$ cat config.mk
export PLATFORM = sky130hd
export DESIGN_NAME = mdio_phy_bringup_sequencer_top_flat
export DESIGN_NICKNAME = d
export VERILOG_FILES = /design/src/rtl/core/mdio_bu_pkg.sv /design/src/rtl/core/mdio_bu_evt_if.sv /design/src/rtl/core/mdio_bu_req_if.sv /design/src/rtl/core/mdio_phy_bringup_sequencer_top.sv /design/src/flat_wrapper.sv
export SDC_FILE = /design/constraint.sdc
export NUM_CORES = 1
export LEC_CHECK = 0
export BUFFER_PORTS_ARGS = -buffer_cell sky130_fd_sc_hd__buf_4
export CAP_MARGIN = 30
export CORE_MARGIN = 4
export CORE_UTILIZATION = 62
export CTS_CLUSTER_DIAMETER = 50
export DETAILED_ROUTE_END_ITERATION = 7
export GPL_TIMING_DRIVEN = 0
export PLACE_DENSITY = 0.94
export SYNTH_ARGS = -nofsm -noshare
export SYNTH_HDL_FRONTEND = slang
export SYNTH_SLANG_ARGS = --single-unit
$ cat constraint.sdc
create_clock -name clk -period 8.6 [get_ports clk]
set_clock_uncertainty 0.1 [all_clocks]
set_input_delay 1.72 -clock clk [delete_from_list [all_inputs] [get_ports clk]]
set_output_delay 1.72 -clock clk [all_outputs]
set_load 0.005 [all_outputs]
$ cat src/rtl/core/mdio_bu_pkg.sv
package mdio_bu_pkg;

  localparam int unsigned RESET_TIMEOUT_MS = 1000;
  localparam logic [31:0] LINK_TIMEOUT_RST = 32'd5000;

  localparam logic [2:0] CMD_START_BRINGUP = 3'd0;
  localparam logic [2:0] CMD_START_POLL    = 3'd1;
  localparam logic [2:0] CMD_READ_RESP     = 3'd2;
  localparam logic [2:0] CMD_WRITE_RESP    = 3'd3;
  localparam logic [2:0] CMD_TICK          = 3'd4;

  localparam logic [1:0] KIND_READ   = 2'd0;
  localparam logic [1:0] KIND_WRITE  = 2'd1;
  localparam logic [1:0] KIND_REPORT = 2'd2;

  localparam logic [1:0] STAT_OK           = 2'd0;
  localparam logic [1:0] STAT_ERROR        = 2'd1;
  localparam logic [1:0] STAT_LINK_TIMEOUT = 2'd2;

  localparam logic [4:0] MII_CTRL  = 5'h00;
  localparam logic [4:0] MII_STAT  = 5'h01;
  localparam logic [4:0] MII_ID_HI = 5'h02;
  localparam logic [4:0] MII_ID_LO = 5'h03;
  localparam logic [4:0] MII_ADV   = 5'h04;
  localparam logic [4:0] MII_SPCS  = 5'h1F;

  localparam logic [15:0] PREFERRED_ID1 = 16'h0007;
  localparam logic [15:0] ID_ALL_ONES   = 16'hFFFF;
  localparam logic [15:0] ID_ALL_ZEROS  = 16'h0000;
  localparam logic [15:0] BMCR_SOFT_RST = 16'h8000;
  localparam logic [15:0] BMCR_AN_RESTART = 16'h1000 | 16'h0200;
  localparam logic [15:0] ANAR_VALUE    = 16'h01E1;

  localparam int unsigned BMCR_RST_BIT  = 15;
  localparam int unsigned BMSR_LINK_BIT = 2;

  // SCSR[4:2] speed/duplex codes
  localparam logic [2:0] SCSR_10_HALF  = 3'b001;
  localparam logic [2:0] SCSR_100_HALF = 3'b010;
  localparam logic [2:0] SCSR_10_FULL  = 3'b101;
  localparam logic [2:0] SCSR_100_FULL = 3'b110;

  typedef enum logic [3:0] {
    PH_IDLE      = 4'd0,
    PH_SCAN_ID1  = 4'd1,
    PH_SCAN_ID2  = 4'd2,
    PH_RST_WR    = 4'd3,
    PH_RST_POLL  = 4'd4,
    PH_ANAR_WR   = 4'd5,
    PH_AN_WR     = 4'd6,
    PH_LINK_BMSR = 4'd7,
    PH_LINK_SCSR = 4'd8,
    PH_POLL_BMSR = 4'd9,
    PH_POLL_SCSR = 4'd10
  } phase_t;

  typedef struct packed {
    logic [2:0]  cmd;
    logic [4:0]  poll_addr;
    logic        resp_error;
    logic [15:0] resp_data;
  } evt_word_t;

  typedef struct packed {
    logic [1:0]  req_kind;
    logic [4:0]  req_phy;
    logic [4:0]  req_reg;
    logic [15:0] wr_data;
    logic [1:0]  status;
    logic        found;
    logic [4:0]  found_addr;
    logic [15:0] id_high;
    logic [15:0] id_low;
    logic        link_up;
    logic        fast_mode;
    logic        fdx;
  } req_word_t;

endpackage

$ cat src/rtl/core/mdio_bu_evt_if.sv
interface mdio_bu_evt_if;
  logic                  valid;
  logic                  ready;
  mdio_bu_pkg::evt_word_t data;

  modport source (output valid, output data, input ready);
  modport sink (input valid, input data, output ready);
endinterface

$ cat src/rtl/core/mdio_bu_req_if.sv
interface mdio_bu_req_if;
  logic                  valid;
  logic                  ready;
  mdio_bu_pkg::req_word_t data;

  modport source (output valid, output data, input ready);
  modport sink (input valid, input data, output ready);
endinterface

$ cat src/rtl/core/mdio_phy_bringup_sequencer_top.sv
// Clause-22 MDIO PHY bring-up and status sequencer.
// evt_ch carries event words: bring-up start, status-poll start, MDIO read
// and write responses, and a 1 ms tick. req_ch carries one word per event
// at most: an MDIO read or write request, or a final report with the chosen
// PHY, link, speed and duplex. The MDIO engine is outside this block; it
// executes each request and returns the response on evt_ch.
// The result of an event is registered and appears on req_ch in the cycle
// after the event word is accepted. Throughput: one event word per cycle
// while req_ch does not stall, set by the single registered decision stage;
// the output register frees each cycle it is taken.
// When req_ch stalls with a word pending, evt_ch.ready drops until that
// word is taken; no event is lost. cfg_we/cfg_wdata write the link timeout
// (ms); the user must write them only while idle; the block does not enforce it.
// rst (synchronous) returns to idle, clears scan and PHY state and the ms
// counter, empties the output register and loads a 5000 ms link timeout.
module mdio_phy_bringup_sequencer_top (
  input  logic                 clk,
  input  logic                 rst,
  mdio_bu_evt_if.sink          evt_ch,
  mdio_bu_req_if.source        req_ch,
  input  logic                 cfg_we,
  input  logic [31:0]          cfg_wdata
);

  mdio_bu_pkg::phase_t phase, phase_next;
  logic [5:0]  scan_index, scan_index_next;
  logic        fallback_valid, fallback_valid_next;
  logic [4:0]  fallback_addr, fallback_addr_next;
  logic [15:0] pending_id_high, pending_id_high_next;
  logic [4:0]  chosen_addr, chosen_addr_next;
  logic [15:0] chosen_id_high, chosen_id_high_next;
  logic [15:0] chosen_id_low, chosen_id_low_next;
  logic [31:0] elapsed_ms, elapsed_ms_next;
  logic        bmsr_second_read, bmsr_second_read_next;
  logic [31:0] link_timeout_ms;

  logic                   out_valid;
  mdio_bu_pkg::req_word_t out_word;
  mdio_bu_pkg::req_word_t res;
  logic                   res_valid;
  logic                   acc;

  // decision flags
  logic        scan_nx;
  logic [5:0]  scan_inc;
  logic        rq;
  logic [1:0]  rq_kind;
  logic [4:0]  rq_phy;
  logic [4:0]  rq_reg;
  logic [15:0] rq_data;
  logic        rep;
  logic [1:0]  rep_status;
  logic        rep_bring;
  logic        rep_found;
  logic        rep_link;
  logic        rep_decode;
  logic [2:0]  scsr_code;

  assign evt_ch.ready = !out_valid || req_ch.ready;
  assign acc          = evt_ch.valid && evt_ch.ready;
  assign req_ch.valid = out_valid;
  assign req_ch.data  = out_word;
  assign scan_inc     = scan_index + 6'd1;
  assign scsr_code    = evt_ch.data.resp_data[4:2];

  always_comb begin
    phase_next            = phase;
    scan_index_next       = scan_index;
    fallback_valid_next   = fallback_valid;
    fallback_addr_next    = fallback_addr;
    pending_id_high_next  = pending_id_high;
    chosen_addr_next      = chosen_addr;
    chosen_id_high_next   = chosen_id_high;
    chosen_id_low_next    = chosen_id_low;
    elapsed_ms_next       = elapsed_ms;
    bmsr_second_read_next = bmsr_second_read;
    scan_nx    = 1'b0;
    rq         = 1'b0;
    rq_kind    = mdio_bu_pkg::KIND_READ;
    rq_phy     = '0;
    rq_reg     = '0;
    rq_data    = '0;
    rep        = 1'b0;
    rep_status = mdio_bu_pkg::STAT_OK;
    rep_bring  = 1'b0;
    rep_found  = 1'b0;
    rep_link   = 1'b0;
    rep_decode = 1'b0;
    res        = '0;
    res_valid  = 1'b0;

    if (acc) begin
      unique case (evt_ch.data.cmd)
        mdio_bu_pkg::CMD_START_BRINGUP: begin
          scan_index_next       = '0;
          fallback_valid_next   = 1'b0;
          fallback_addr_next    = '0;
          pending_id_high_next  = '0;
          chosen_addr_next      = '0;
          chosen_id_high_next   = '0;
          chosen_id_low_next    = '0;
          bmsr_second_read_next = 1'b0;
          phase_next            = mdio_bu_pkg::PH_SCAN_ID1;
          rq     = 1'b1;
          rq_phy = '0;
          rq_reg = mdio_bu_pkg::MII_ID_HI;
        end
        mdio_bu_pkg::CMD_START_POLL: begin
          chosen_addr_next      = evt_ch.data.poll_addr;
          bmsr_second_read_next = 1'b0;
          phase_next            = mdio_bu_pkg::PH_POLL_BMSR;
          rq     = 1'b1;
          rq_phy = evt_ch.data.poll_addr;
          rq_reg = mdio_bu_pkg::MII_STAT;
        end
        mdio_bu_pkg::CMD_READ_RESP: begin
          unique case (phase)
            mdio_bu_pkg::PH_SCAN_ID1: begin
              if (evt_ch.data.resp_error
                  || evt_ch.data.resp_data == mdio_bu_pkg::ID_ALL_ONES
                  || evt_ch.data.resp_data == mdio_bu_pkg::ID_ALL_ZEROS) begin
                scan_nx = 1'b1;
              end else begin
                pending_id_high_next = evt_ch.data.resp_data;
                phase_next = mdio_bu_pkg::PH_SCAN_ID2;
                rq     = 1'b1;
                rq_phy = scan_index[4:0];
                rq_reg = mdio_bu_pkg::MII_ID_LO;
              end
            end
            mdio_bu_pkg::PH_SCAN_ID2: begin
              if (evt_ch.data.resp_error) begin
                scan_nx = 1'b1;
              end else if (pending_id_high == mdio_bu_pkg::PREFERRED_ID1) begin
                chosen_addr_next    = scan_index[4:0];
                chosen_id_high_next = pending_id_high;
                chosen_id_low_next  = evt_ch.data.resp_data;
                phase_next = mdio_bu_pkg::PH_RST_WR;
                rq      = 1'b1;
                rq_kind = mdio_bu_pkg::KIND_WRITE;
                rq_phy  = scan_index[4:0];
                rq_reg  = mdio_bu_pkg::MII_CTRL;
                rq_data = mdio_bu_pkg::BMCR_SOFT_RST;
              end else begin
                if (!fallback_valid) begin
                  fallback_valid_next = 1'b1;
                  fallback_addr_next  = scan_index[4:0];
                  chosen_id_high_next = pending_id_high;
                  chosen_id_low_next  = evt_ch.data.resp_data;
                end
                scan_nx = 1'b1;
              end
            end
            mdio_bu_pkg::PH_RST_POLL: begin
              priority if (evt_ch.data.resp_error) begin
                rep        = 1'b1;
                rep_status = mdio_bu_pkg::STAT_ERROR;
                rep_bring  = 1'b1;
                rep_found  = 1'b1;
              end else if (!evt_ch.data.resp_data[mdio_bu_pkg::BMCR_RST_BIT]) begin
                phase_next = mdio_bu_pkg::PH_ANAR_WR;
                rq      = 1'b1;
                rq_kind = mdio_bu_pkg::KIND_WRITE;
                rq_phy  = chosen_addr;
                rq_reg  = mdio_bu_pkg::MII_ADV;
                rq_data = mdio_bu_pkg::ANAR_VALUE;
              end else if (elapsed_ms < 32'(mdio_bu_pkg::RESET_TIMEOUT_MS)) begin
                rq     = 1'b1;
                rq_phy = chosen_addr;
                rq_reg = mdio_bu_pkg::MII_CTRL;
              end else begin
                rep        = 1'b1;
                rep_status = mdio_bu_pkg::STAT_ERROR;
                rep_bring  = 1'b1;
                rep_found  = 1'b1;
              end
            end
            mdio_bu_pkg::PH_LINK_BMSR, mdio_bu_pkg::PH_POLL_BMSR: begin
              priority if (evt_ch.data.resp_error) begin
                rep        = 1'b1;
                rep_status = mdio_bu_pkg::STAT_ERROR;
                rep_bring  = (phase == mdio_bu_pkg::PH_LINK_BMSR);
                rep_found  = 1'b1;
              end else if (!bmsr_second_read) begin
                bmsr_second_read_next = 1'b1;
                rq     = 1'b1;
                rq_phy = chosen_addr;
                rq_reg = mdio_bu_pkg::MII_STAT;
              end else if (evt_ch.data.resp_data[mdio_bu_pkg::BMSR_LINK_BIT]) begin
                bmsr_second_read_next = 1'b0;
                phase_next = (phase == mdio_bu_pkg::PH_LINK_BMSR) ?
                             mdio_bu_pkg::PH_LINK_SCSR : mdio_bu_pkg::PH_POLL_SCSR;
                rq     = 1'b1;
                rq_phy = chosen_addr;
                rq_reg = mdio_bu_pkg::MII_SPCS;
              end else if (phase == mdio_bu_pkg::PH_POLL_BMSR) begin
                bmsr_second_read_next = 1'b0;
                rep        = 1'b1;
                rep_status = mdio_bu_pkg::STAT_OK;
              end else if (elapsed_ms >= link_timeout_ms) begin
                bmsr_second_read_next = 1'b0;
                rep        = 1'b1;
                rep_status = mdio_bu_pkg::STAT_LINK_TIMEOUT;
                rep_bring  = 1'b1;
                rep_found  = 1'b1;
              end else begin
                bmsr_second_read_next = 1'b0;
                rq     = 1'b1;
                rq_phy = chosen_addr;
                rq_reg = mdio_bu_pkg::MII_STAT;
              end
            end
            mdio_bu_pkg::PH_LINK_SCSR, mdio_bu_pkg::PH_POLL_SCSR: begin
              rep        = 1'b1;
              rep_bring  = (phase == mdio_bu_pkg::PH_LINK_SCSR);
              rep_found  = 1'b1;
              rep_link   = 1'b1;
              rep_status = evt_ch.data.resp_error ?
                           mdio_bu_pkg::STAT_ERROR : mdio_bu_pkg::STAT_OK;
              rep_decode = !evt_ch.data.resp_error;
            end
            default: begin
            end
          endcase
        end
        mdio_bu_pkg::CMD_WRITE_RESP: begin
          if (phase == mdio_bu_pkg::PH_RST_WR || phase == mdio_bu_pkg::PH_ANAR_WR
              || phase == mdio_bu_pkg::PH_AN_WR) begin
            priority if (evt_ch.data.resp_error) begin
              rep        = 1'b1;
              rep_status = mdio_bu_pkg::STAT_ERROR;
              rep_bring  = 1'b1;
              rep_found  = 1'b1;
            end else if (phase == mdio_bu_pkg::PH_RST_WR) begin
              elapsed_ms_next = '0;
              phase_next = mdio_bu_pkg::PH_RST_POLL;
              rq     = 1'b1;
              rq_phy = chosen_addr;
              rq_reg = mdio_bu_pkg::MII_CTRL;
            end else if (phase == mdio_bu_pkg::PH_ANAR_WR) begin
              phase_next = mdio_bu_pkg::PH_AN_WR;
              rq      = 1'b1;
              rq_kind = mdio_bu_pkg::KIND_WRITE;
              rq_phy  = chosen_addr;
              rq_reg  = mdio_bu_pkg::MII_CTRL;
              rq_data = mdio_bu_pkg::BMCR_AN_RESTART;
            end else begin
              elapsed_ms_next       = '0;
              bmsr_second_read_next = 1'b0;
              phase_next = mdio_bu_pkg::PH_LINK_BMSR;
              rq     = 1'b1;
              rq_phy = chosen_addr;
              rq_reg = mdio_bu_pkg::MII_STAT;
            end
          end
        end
        mdio_bu_pkg::CMD_TICK: begin
          if (elapsed_ms != '1) begin
            elapsed_ms_next = elapsed_ms + 32'd1;
          end
        end
        default: begin
        end
      endcase
    end

    // advance scan to the next address, or pick the fallback PHY, or report an error if none was found
    if (scan_nx) begin
      scan_index_next = scan_inc;
      priority if (!scan_inc[5]) begin
        phase_next = mdio_bu_pkg::PH_SCAN_ID1;
        rq     = 1'b1;
        rq_phy = scan_inc[4:0];
        rq_reg = mdio_bu_pkg::MII_ID_HI;
      end else if (fallback_valid_next) begin
        chosen_addr_next = fallback_addr_next;
        phase_next = mdio_bu_pkg::PH_RST_WR;
        rq      = 1'b1;
        rq_kind = mdio_bu_pkg::KIND_WRITE;
        rq_phy  = fallback_addr_next;
        rq_reg  = mdio_bu_pkg::MII_CTRL;
        rq_data = mdio_bu_pkg::BMCR_SOFT_RST;
      end else begin
        rep        = 1'b1;
        rep_status = mdio_bu_pkg::STAT_ERROR;
        rep_bring  = 1'b1;
        rep_found  = 1'b0;
      end
    end

    if (rq) begin
      res_valid   = 1'b1;
      res.req_kind = rq_kind;
      res.req_phy  = rq_phy;
      res.req_reg  = rq_reg;
      res.wr_data  = rq_data;
    end else if (rep) begin
      res_valid    = 1'b1;
      phase_next   = mdio_bu_pkg::PH_IDLE;
      res.req_kind = mdio_bu_pkg::KIND_REPORT;
      res.status   = rep_status;
      res.link_up  = rep_link;
      if (rep_bring) begin
        res.found      = rep_found;
        res.found_addr = rep_found ? chosen_addr_next : 5'd0;
        res.id_high    = chosen_id_high_next;
        res.id_low     = chosen_id_low_next;
      end
      if (rep_decode) begin
        res.fast_mode = (scsr_code == mdio_bu_pkg::SCSR_100_FULL)
                     || (scsr_code == mdio_bu_pkg::SCSR_100_HALF);
        res.fdx       = (scsr_code == mdio_bu_pkg::SCSR_100_FULL)
                     || (scsr_code == mdio_bu_pkg::SCSR_10_FULL);
      end
    end
  end

  always_ff @(posedge clk) begin
    if (rst) begin
      phase            <= mdio_bu_pkg::PH_IDLE;
      scan_index       <= '0;
      fallback_valid   <= 1'b0;
      fallback_addr    <= '0;
      pending_id_high  <= '0;
      chosen_addr      <= '0;
      chosen_id_high   <= '0;
      chosen_id_low    <= '0;
      elapsed_ms       <= '0;
      bmsr_second_read <= 1'b0;
      link_timeout_ms  <= mdio_bu_pkg::LINK_TIMEOUT_RST;
      out_valid        <= 1'b0;
    end else begin
      phase            <= phase_next;
      scan_index       <= scan_index_next;
      fallback_valid   <= fallback_valid_next;
      fallback_addr    <= fallback_addr_next;
      pending_id_high  <= pending_id_high_next;
      chosen_addr      <= chosen_addr_next;
      chosen_id_high   <= chosen_id_high_next;
      chosen_id_low    <= chosen_id_low_next;
      elapsed_ms       <= elapsed_ms_next;
      bmsr_second_read <= bmsr_second_read_next;
      if (cfg_we) begin
        link_timeout_ms <= cfg_wdata;
      end
      if (evt_ch.ready) begin
        out_valid <= res_valid;
      end
    end
  end

  // output word register, no reset needed
  always_ff @(posedge clk) begin
    if (evt_ch.ready) begin
      out_word <= res;
    end
  end

endmodule
$ cat src/flat_wrapper.sv
// flat-port wrapper written by rule: the top's interface ports become plain ports
module mdio_phy_bringup_sequencer_top_flat 
  (clk, rst, cfg_we, cfg_wdata, evt_ch_valid, evt_ch_data, evt_ch_ready, req_ch_valid, req_ch_data, req_ch_ready);
  mdio_bu_evt_if evt_ch_i ();
  mdio_bu_req_if req_ch_i ();
  input  logic clk;
  input  logic rst;
  input  logic cfg_we;
  input  logic [31:0] cfg_wdata;
  input wire logic [$bits(evt_ch_i.valid)-1:0] evt_ch_valid;
  input wire logic [$bits(evt_ch_i.data)-1:0] evt_ch_data;
  output wire logic [$bits(evt_ch_i.ready)-1:0] evt_ch_ready;
  output wire logic [$bits(req_ch_i.valid)-1:0] req_ch_valid;
  output wire logic [$bits(req_ch_i.data)-1:0] req_ch_data;
  input wire logic [$bits(req_ch_i.ready)-1:0] req_ch_ready;
  assign evt_ch_i.valid = evt_ch_valid;
  assign evt_ch_i.data = evt_ch_data;
  assign evt_ch_ready = evt_ch_i.ready;
  assign req_ch_valid = req_ch_i.valid;
  assign req_ch_data = req_ch_i.data;
  assign req_ch_i.ready = req_ch_ready;
  mdio_phy_bringup_sequencer_top u_core (.clk(clk), .rst(rst), .evt_ch(evt_ch_i), .req_ch(req_ch_i), .cfg_we(cfg_we), .cfg_wdata(cfg_wdata));
endmodule
==> results, run 1 <==
- Setup violations remaining at the end of the flow were counted as 0.
- The routed design has 26500 um of wire.
- The nature of the critical path startpoint is an input port.
- Buffers inserted during clock tree synthesis total 17.
- The clock period could shrink to 4.39 ns.
- The die footprint is 17800 um^2.
- Summing the sequential cell areas from Yosys gives 45.2% of the chip area.
- The synthesized area is 9760 um^2.
- The critical path class is in -> reg.
- The most used cell along the critical path is sky130_fd_sc_hd__buf_4.
- The clock tree root buffer cell is sky130_fd_sc_hd__clkbuf_16.
- The post-detailed-route count of antenna-violating nets is 0.
- The category of cells accounting for the largest share of critical-path delay is buffers and inverters.
- The share of the clock period used by the worst path after layout is 51.0%.
- Dividing the synthesized area by the synthesized cell count gives roughly 9.4 um^2.
- The worst setup path is captured at a flop.
- The critical-path cell with the highest stage delay is sky130_fd_sc_hd__buf_2.
- The wire length on met3 is 2440 um.
- At the pin with the least slew margin, the transition time is 0.901 ns.
- The post-placement cell count is 1384.
- The maximum clock path buffer count is 2.
- Clock-pin slew was measured on the worst setup and hold paths at around 0.08 ns.
- VDD sags by at most 0.000169 V.
- The CTS tree is done.
- The highest net fanout along the worst path is 46.
- The number of warnings reported in the yosys synthesis log is 0.
- The cell type with the highest aggregate area in the netlist is sky130_fd_sc_hd__dfxtp_1.
- The die span in y is 133 um.
- The top achievable clock speed is between 200 and 250 MHz.
- Setup repair after global routing left no endpoint under its margin.
- In this run the worst setup path begins at req_ch_ready.
- The final RePlAce weighted congestion is 1.01.
- The flow ran to the end, and the final reports show no timing, DRC or antenna violations.
- In the post-synthesis netlist, the biggest area contributors are sky130_fd_sc_hd__dfxtp_1 (28%), sky130_fd_sc_hd__edfxtp_1 (18%), sky130_fd_sc_hd__and2_1 (4.6%), sky130_fd_sc_hd__nor2_1 (4.4%), sky130_fd_sc_hd__ha_1 (4.4%).
- The post-cts gate resize count is 0.
- The number of fill cells in the layout is 1062.
- The wire length of the first global-routing pass is ~42000 um.
- The count of hold-fix buffers inserted at cts is 0.
- In this run the tool buffered the top-level ports with 121 buffer cells.
- The vias after detailed routing is 8704.
- The CTS sink count is 192.
- The multi-input combinational cells in the finished layout cover a total of around 4900 um^2.
- The final antenna diode count is 0.
- The most common cell in the synthesized netlist is sky130_fd_sc_hd__dfxtp_1.
- In the detailed route, the total length drawn on met2 is between 10000 and 15000 um.
- The synthesis-stage register bit count is 192.
- The first-pass iteration count of the detailed router is 7.
- After the last flow step, the layout net total stands at 1288.
- The endpoint arrival time on the critical path is 4.49 ns.
- In this run the horizontal extent of the chip is 133 um.
- The commonest register cell after synthesis is sky130_fd_sc_hd__dfxtp_1.
- The count of final hold-check violations was 0.
- The latest clock arrival within the worst-skew pair is ~0.45 ns.
- The detailed-routing wirelength on met1 is 10200 um.
- The total power per unit cell area is 168 nW/um^2.
- The finished layout holds 1416 standard cells, fillers aside.
- The routed via count divided by cell count is 6.15.
- On the final layout, the worst hold slack is 0.391 ns.
- The average wire per cell in the routed design is 18.7 um.
- The post-synthesis to final-layout area growth is 19.0%.
- The startpoint identified for the worst hold timing path is u_core.link_timeout_ms[3].
- The share of cells above drive strength 1 is between 10% and 20%.
- After routing, the total negative slack on setup checks comes to 0 ns.
- In this run the power spent charging and discharging nets is roughly 0.48 mW.
- Registers are responsible for 48.6% of the overall power.
- The highest metal layer carrying signal wires in the routed design is met4.
- The starting utilization of the core area is 63.8%.
- During I/O placement, the number of pins put on the boundary was 135.
- The H-tree depth is 4.
- For this block, the initial DRC count from the detailed router was 903.
- The number of antenna violations at the first check in global routing is 0.
- The worst min-delay path category is reg -> reg.
- The floorplan step defined a core boundary enclosing 15300 um^2.
- The number of standard-cell rows in the floorplan is 45.
- In this run the post-CTS setup repair buffer count came out at 0.
- The endpoint required time on the critical path is 8.71 ns.
- In this run the static leakage power is 4.91 nW.
- The total power is about 2 mW.
- The count of mapped cells out of synthesis is roughly 1000.
- The switching power share of the total is 24.5%.
- Traced cell by cell, the critical path runs through buf_4 > nand2b_1 > buf_2 > buf_12 > and3_1 > buf_4 > a32o_1 > nor2_1 > nand2_1 > o221ai_1 > clkbuf_1 > and2_1.
- The global router's overall resource usage is 29.3%.
- The remaining max-slew budget at the tightest pin is about two fifths.
- The final-report max-slew violation count is 0.
- The synthesized netlist contains a little over 80 unique library cells.
- The number of enable-type register cells in the synthesized netlist is 57.
- For this run, the slowest stage of the critical path takes 0.43 ns.
- The DRC violation count after routing is 0.
- The proportion of synthesized flip-flops having asynchronous set or reset is 0%.
- Registers take approximately 4400 um^2.
- Sorting the synthesized cells by how often they occur yields sky130_fd_sc_hd__dfxtp_1 (135), sky130_fd_sc_hd__nor2_1 (114), sky130_fd_sc_hd__and2_1 (72), sky130_fd_sc_hd__edfxtp_1 (57), sky130_fd_sc_hd__nand2_1 (56).
- Entering global routing, the biggest net connects 47 pins.
- For this run the aggregate overflow at the end of global routing stands at 0.
- Max-cap violations in this run came to 0.
- The core occupancy in the finished layout is 75.9%.
- The wire-length estimate of the detail-placed layout is 19200 um.
- The top cell type's share of synthesized area is between 20% and 30%.
- The number of buffers and inverters on the critical path is 5.
- The number of global-route vias before repair came to approximately 8400.
- The startpoint of the worst-slack reg-to-reg timing path is u_core.link_timeout_ms[28].
- The internal power is between 1 and 1.5 mW.
- In this run, the clock network consumes 44.3% of the power.
- Combinational logic burns 7.1% of the power.
state kept, by name, indices dropped and copies added (netlist names), 4 cells and up:
name                    cells
u_core.pending_id_high     16
u_core.req_ch.data         57
u_core.link_timeout_ms     32
u_core.chosen_id_low       16
u_core.fallback_addr        5
u_core.elapsed_ms          32
u_core.chosen_addr          5
u_core.phase                4
u_core.chosen_id_high      16
u_core.scan_index           6
per-layer routing:
metal	vias to the layer above	track usage, %
met5	-	0
met1	4045	35.9
met2	501	50.0
li1	4063	-
met4	0	15.1
met3	95	4.72
metrics by stage:
step	setup slack, ns	area [um^2]
2_1_floorplan	4.19	9790
3_3_place_gp	3.38	11000
3_5_place_dp	3.81	11000
4_1_cts	4.24	11600
5_1_grt	4.07	11600
6_report	4.21	11600
final cells by class:
type	instances	area share, %
buffer	73	3.05
clock buffer	18	3.69
clock inverter	14	1.82
inverter	45	1.45
multi-input combinational	741	41.7
sequential	192	38.0
tap	211	2.27
timing repair buffer	122	7.99
cell families (layout without fill, tap and decap cells):
logic type | after synthesis | count (layout) | synth area share [%]
simple gates | 416 | 416 | 22.6
compound gates | 214 | 214 | 15.8
flops | 192 | 192 | 45.2
buf+inv | 118 | 272 | 5.36
mux | 36 | 36 | 3.72
fa+ha+maj | 35 | 35 | 4.47
xor+xnor | 32 | 32 | 2.87
other cells | 1 | 8 | 0.0384
power groups by stage:
stage | Combinational (mW) | Sequential, mW | Clock (mW)
floorplan | 0.0760 | 0.965 | 0
global placement | 0.131 | 0.967 | 0
detailed placement | 0.134 | 0.967 | 0
CTS | 0.136 | 0.946 | 0.864
global route | 0.150 | 0.947 | 0.898
finish | 0.138 | 0.946 | 0.862
worst register-to-register path, stage by stage, from the launching register on:
cell and delay [ns]:
sky130_fd_sc_hd__dfxtp_1 0.34, sky130_fd_sc_hd__inv_1 0.07, sky130_fd_sc_hd__ha_1 0.31, sky130_fd_sc_hd__nand4_1 0.17, sky130_fd_sc_hd__nor4_1 0.47, sky130_fd_sc_hd__nand2_1 0.17
sky130_fd_sc_hd__a31oi_1 0.50, sky130_fd_sc_hd__a211oi_1 0.23, sky130_fd_sc_hd__o221ai_1 0.68, sky130_fd_sc_hd__clkbuf_1 0.38, sky130_fd_sc_hd__and2_1 0.20
cells in the final DEF (no fill, tap or decap), types with 11 or more instances in the layout:
cell and n:
sky130_fd_sc_hd__a21oi_1 43, sky130_fd_sc_hd__clkbuf_1 41, sky130_fd_sc_hd__edfxtp_1 57, sky130_fd_sc_hd__or3_1 11
sky130_fd_sc_hd__a22o_1 35, sky130_fd_sc_hd__ha_1 34, sky130_fd_sc_hd__and3_1 20, sky130_fd_sc_hd__nor2_1 114
sky130_fd_sc_hd__nor3_1 18, sky130_fd_sc_hd__a22oi_1 22, sky130_fd_sc_hd__and2_1 72, sky130_fd_sc_hd__mux2i_1 34
sky130_fd_sc_hd__dfxtp_1 135, sky130_fd_sc_hd__nor4_1 20, sky130_fd_sc_hd__buf_2 12, sky130_fd_sc_hd__nand2_1 56
sky130_fd_sc_hd__xnor2_1 16, sky130_fd_sc_hd__xor2_1 16, sky130_fd_sc_hd__inv_1 45, sky130_fd_sc_hd__clkbuf_16 17
sky130_fd_sc_hd__nand4_1 26, sky130_fd_sc_hd__buf_4 136, sky130_fd_sc_hd__nand3_1 33, sky130_fd_sc_hd__o21ai_0 31
path summary, 6_finish.rpt:
kind	to	slack, ns	depth (start not counted)
min reg2reg	u_core.link_timeout_ms[3]	0.39	2
max reg2reg	u_core.req_ch.data[14]	4.83	10
min	u_core.link_timeout_ms[3]	0.39	2
max	u_core.req_ch.data[14]	4.21	12
(Power assumes the default switching activity.)
==> inputs of run 2 (changes only) <==
--- a/config.mk
+++ b/config.mk
@@ -8,11 +8,11 @@
 export BUFFER_PORTS_ARGS = -buffer_cell sky130_fd_sc_hd__buf_4
 export CAP_MARGIN = 30
 export CORE_MARGIN = 4
-export CORE_UTILIZATION = 62
+export CORE_UTILIZATION = 58
 export CTS_CLUSTER_DIAMETER = 50
 export DETAILED_ROUTE_END_ITERATION = 7
 export GPL_TIMING_DRIVEN = 0
-export PLACE_DENSITY = 0.94
+export PLACE_DENSITY = 0.89
 export SYNTH_ARGS = -nofsm -noshare
 export SYNTH_HDL_FRONTEND = slang
 export SYNTH_SLANG_ARGS = --single-unit
==> constraint.sdc (replaced) <==
create_clock -name clk -period 4.19 [get_ports clk]
set_clock_uncertainty 0.1 [all_clocks]
set_input_delay 0.838 -clock clk [delete_from_list [all_inputs] [get_ports clk]]
set_output_delay 0.838 -clock clk [all_outputs]
set_load 0.005 [all_outputs]
==> results, run 2 (synthesized netlist as in run 1, its figures left out) <==
- The global router's overall resource usage is 28.4% (-0.91 points).
- The port buffer count is 121 (unchanged).
- Of the available clock period, the critical path in the final layout requires between 80% and 90%.
- The critical path class is reg -> reg.
- The share of power burned in the clock network is 42.4% (-1.9 points).
- The delay of the slowest cell on the worst path is 0.52 ns (+0.09 ns).
- The post-placement cell count is 1393 (+0.65%).
- The final sum of negative setup slack is 0 ns (unchanged).
- The starting utilization of the core area is 59.1% (-4.7 points).
- The count of final hold-check violations is 0 (unchanged).
- The sequential group share of total power is 50.2% (+1.6 points).
- The total routed wirelength is 26600 um (+0.44%).
- The DRC violation count after routing was 0 (unchanged).
- The post-detailed-route count of antenna-violating nets came to 0 (unchanged).
- The remaining max-slew budget at the tightest pin was 41.9% (+2.0 points).
- The worst setup path is captured at a flop.
- The CTS tree is done.
- The average wire per cell in the routed design came to 18.7 um (-0.20%).
- The endpoint arrival time on the critical path is 3.76 ns (-0.73 ns).
- The number of flip-flops under the largest register name came to 57 (unchanged).
- The leading cell type in the layout, fill and taps excluded is sky130_fd_sc_hd__buf_4.
- The H-tree depth came to 4 (unchanged).
- The final RePlAce weighted congestion is 1.00 (-0.26%).
- The latest clock arrival within the worst-skew pair was 0.45 ns (about the same).
- The core occupancy in the finished layout is 70.2% (-5.7 points).
- The final antenna diode count is 0 (unchanged).
- The standard cell core area is 16500 um^2 (+7.9%).
- The number of CTS-inserted buffers came to 17 (unchanged).
- The global-route congestion overflow total is 0 (unchanged).
- The register-to-register setup slack is 0.53 ns (-4.30 ns).
- The worst-margin pin slew is 0.872 ns (-0.0293 ns).
- The internal power is 2.86 mW (+94%).
- The highest net fanout along the worst path is 10 (-78%).
- The number of antenna violations at the first check in global routing came to 0 (unchanged).
- The number of max-cap violations is 0 (unchanged).
- The wire length of the first global-routing pass is 42300 um (+0.97%).
- The final net count came to 1288 (unchanged).
- The post-cts gate resize count came to 0 (unchanged).
- The pin count of the biggest net entering global routing is 43 (-8.5%).
- The leakage power of the design is 4.88 nW (-0.59%).
- The share of cells above drive strength 1 is 17.2% (+0.083 points).
- The number of post-CTS setup repair buffers was 0 (unchanged).
- The count of hold-fix buffers inserted at cts is 0 (unchanged).
- The final-report max-slew violation count is 0 (unchanged).
- The top-level I/O count is 135 (unchanged).
- The slowest stage of the critical path is the sky130_fd_sc_hd__a211oi_1 cell.
- The die span in y is 138 um (+3.2%).
- In the layout the commonest cells are sky130_fd_sc_hd__buf_4 (136), sky130_fd_sc_hd__dfxtp_1 (135), sky130_fd_sc_hd__nor2_1 (114), sky130_fd_sc_hd__and2_1 (72), sky130_fd_sc_hd__edfxtp_1 (57).
- The part of the total power dissipated in combinational logic is 7.4% (+0.3 points).
- The routed via count divided by cell count is 6.10 (-0.84%).
- The first-pass iteration count of the detailed router is 6 (-1).
- The endpoint required time on the critical path is 4.30 ns (-4.41 ns).
- The switching power share of the total is 26.1% (+1.6 points).
- Timing would allow up to 273 MHz.
- The number of global-route vias before repair is 8300 (-1.2%).
- The signal on the critical path passes through inv_1 > ha_1 > nand2b_1 > a2111o_1 > a32oi_1 > a31oi_1 > a211oi_1 > o221ai_1 > clkbuf_1 > and2_1.
- The die boundary width was 138 um (+3.2%).
- The CTS sink count is 192 (unchanged).
- The maximum clock path buffer count was 2 (unchanged).
- The final critical-path required period is 3.66 ns.
- In this run the worst hold path is classified as reg -> reg.
- Setup repair after global routing left no endpoint under its margin.
- The number of setup violations in the final report is 0 (unchanged).
- The vias after detailed routing is 8686 (-0.21%).
- The die footprint is 19000 um^2 (+6.5%).
- The run finished with clean final reports.
- The total net switching power is 1.01 mW (+110%).
- The total power per unit cell area is 334 nW/um^2 (+99%).
- Clock tree synthesis selected as its root buffer the cell sky130_fd_sc_hd__clkbuf_16.
- The non-filler instance count after layout is 1425 (+0.64%).
- STA classifies the critical path startpoint as a flop.
- The peak supply drop is 0.000284 V (+69%).
- The sum of net half-perimeters after detailed placement is 19400 um (+0.77%).
- The post-synthesis to final-layout area growth is 18.7%.
- The number of standard-cell rows in the floorplan is 47 (+4.4%).
- The number of DRC violations after detailed-routing iteration 0 is 929 (+2.9%).
- The clock-pin slew of the registers on the worst-case setup and hold paths was 0.08 ns (about the same).
## run 2: cell count changes in the layout (fill, tap and decap cells not counted), sizes merged
cell and delta:
bufinv -3, clkinv +3, clkinvlp +2, inv -2
## run 2: layout make-up
class	instances	area (um^2)
fillers	1224	4930
multi-input cells	741	4850
flip-flops and latches	192	4410
repair buffers	122	928
clock buffers	18	439
plain buffers	73	354
well taps	220	275
inverters	45	169
clock inverters	14	160
## run 2: power groups by stage
stage	combinational [mW]	clock [mW]	sequential [mW]
after floorplan	0.156	0	1.98
after detailed placement	0.279	0	1.98
after global routing	0.312	1.72	1.94
final	0.286	1.64	1.94
after CTS	0.282	1.64	1.94
after global placement	0.274	0	1.98
## run 2: metrics by stage
stage	hold WS, ns	instance area, um^2	setup WS [ns]	total power, mW
floorplan	0.360	9790	0.780	2.14
global placement	0.376	11000	-0.0954	2.26
detailed placement	0.379	11000	0.278	2.26
CTS	0.394	11600	0.581	3.86
global route	0.416	11600	0.277	3.98
finish	0.390	11600	0.532	3.87
## run 2: path summary, 6_finish.rpt
path / startpoint / to / depth (start not counted)
max reg2reg: u_core.elapsed_ms[0] / u_core.req_ch.data[13] / 10
min: u_core.link_timeout_ms[12] / u_core.link_timeout_ms[12] / 2
min reg2reg: u_core.link_timeout_ms[12] / u_core.link_timeout_ms[12] / 2
max: u_core.elapsed_ms[0] / u_core.req_ch.data[13] / 10
## run 2: metal layers
metal	vias up	global-route usage, %	wire [um]
met5	-	0	0
met4	0	11.5	865
met3	76	5.19	2070
met2	403	48.6	13200
met1	4145	35.3	10500
li1	4062	-	-
## run 2: worst max-delay path: cells and delay by family (launching register included)
| family | cells | cell delay, ns |
|---|---|---|
| fa+ha+maj | 1 | 0.27 |
| compound gates | 5 | 1.83 |
| flops | 1 | 0.48 |
| buf+inv | 2 | 0.38 |
| simple gates | 2 | 0.35 |
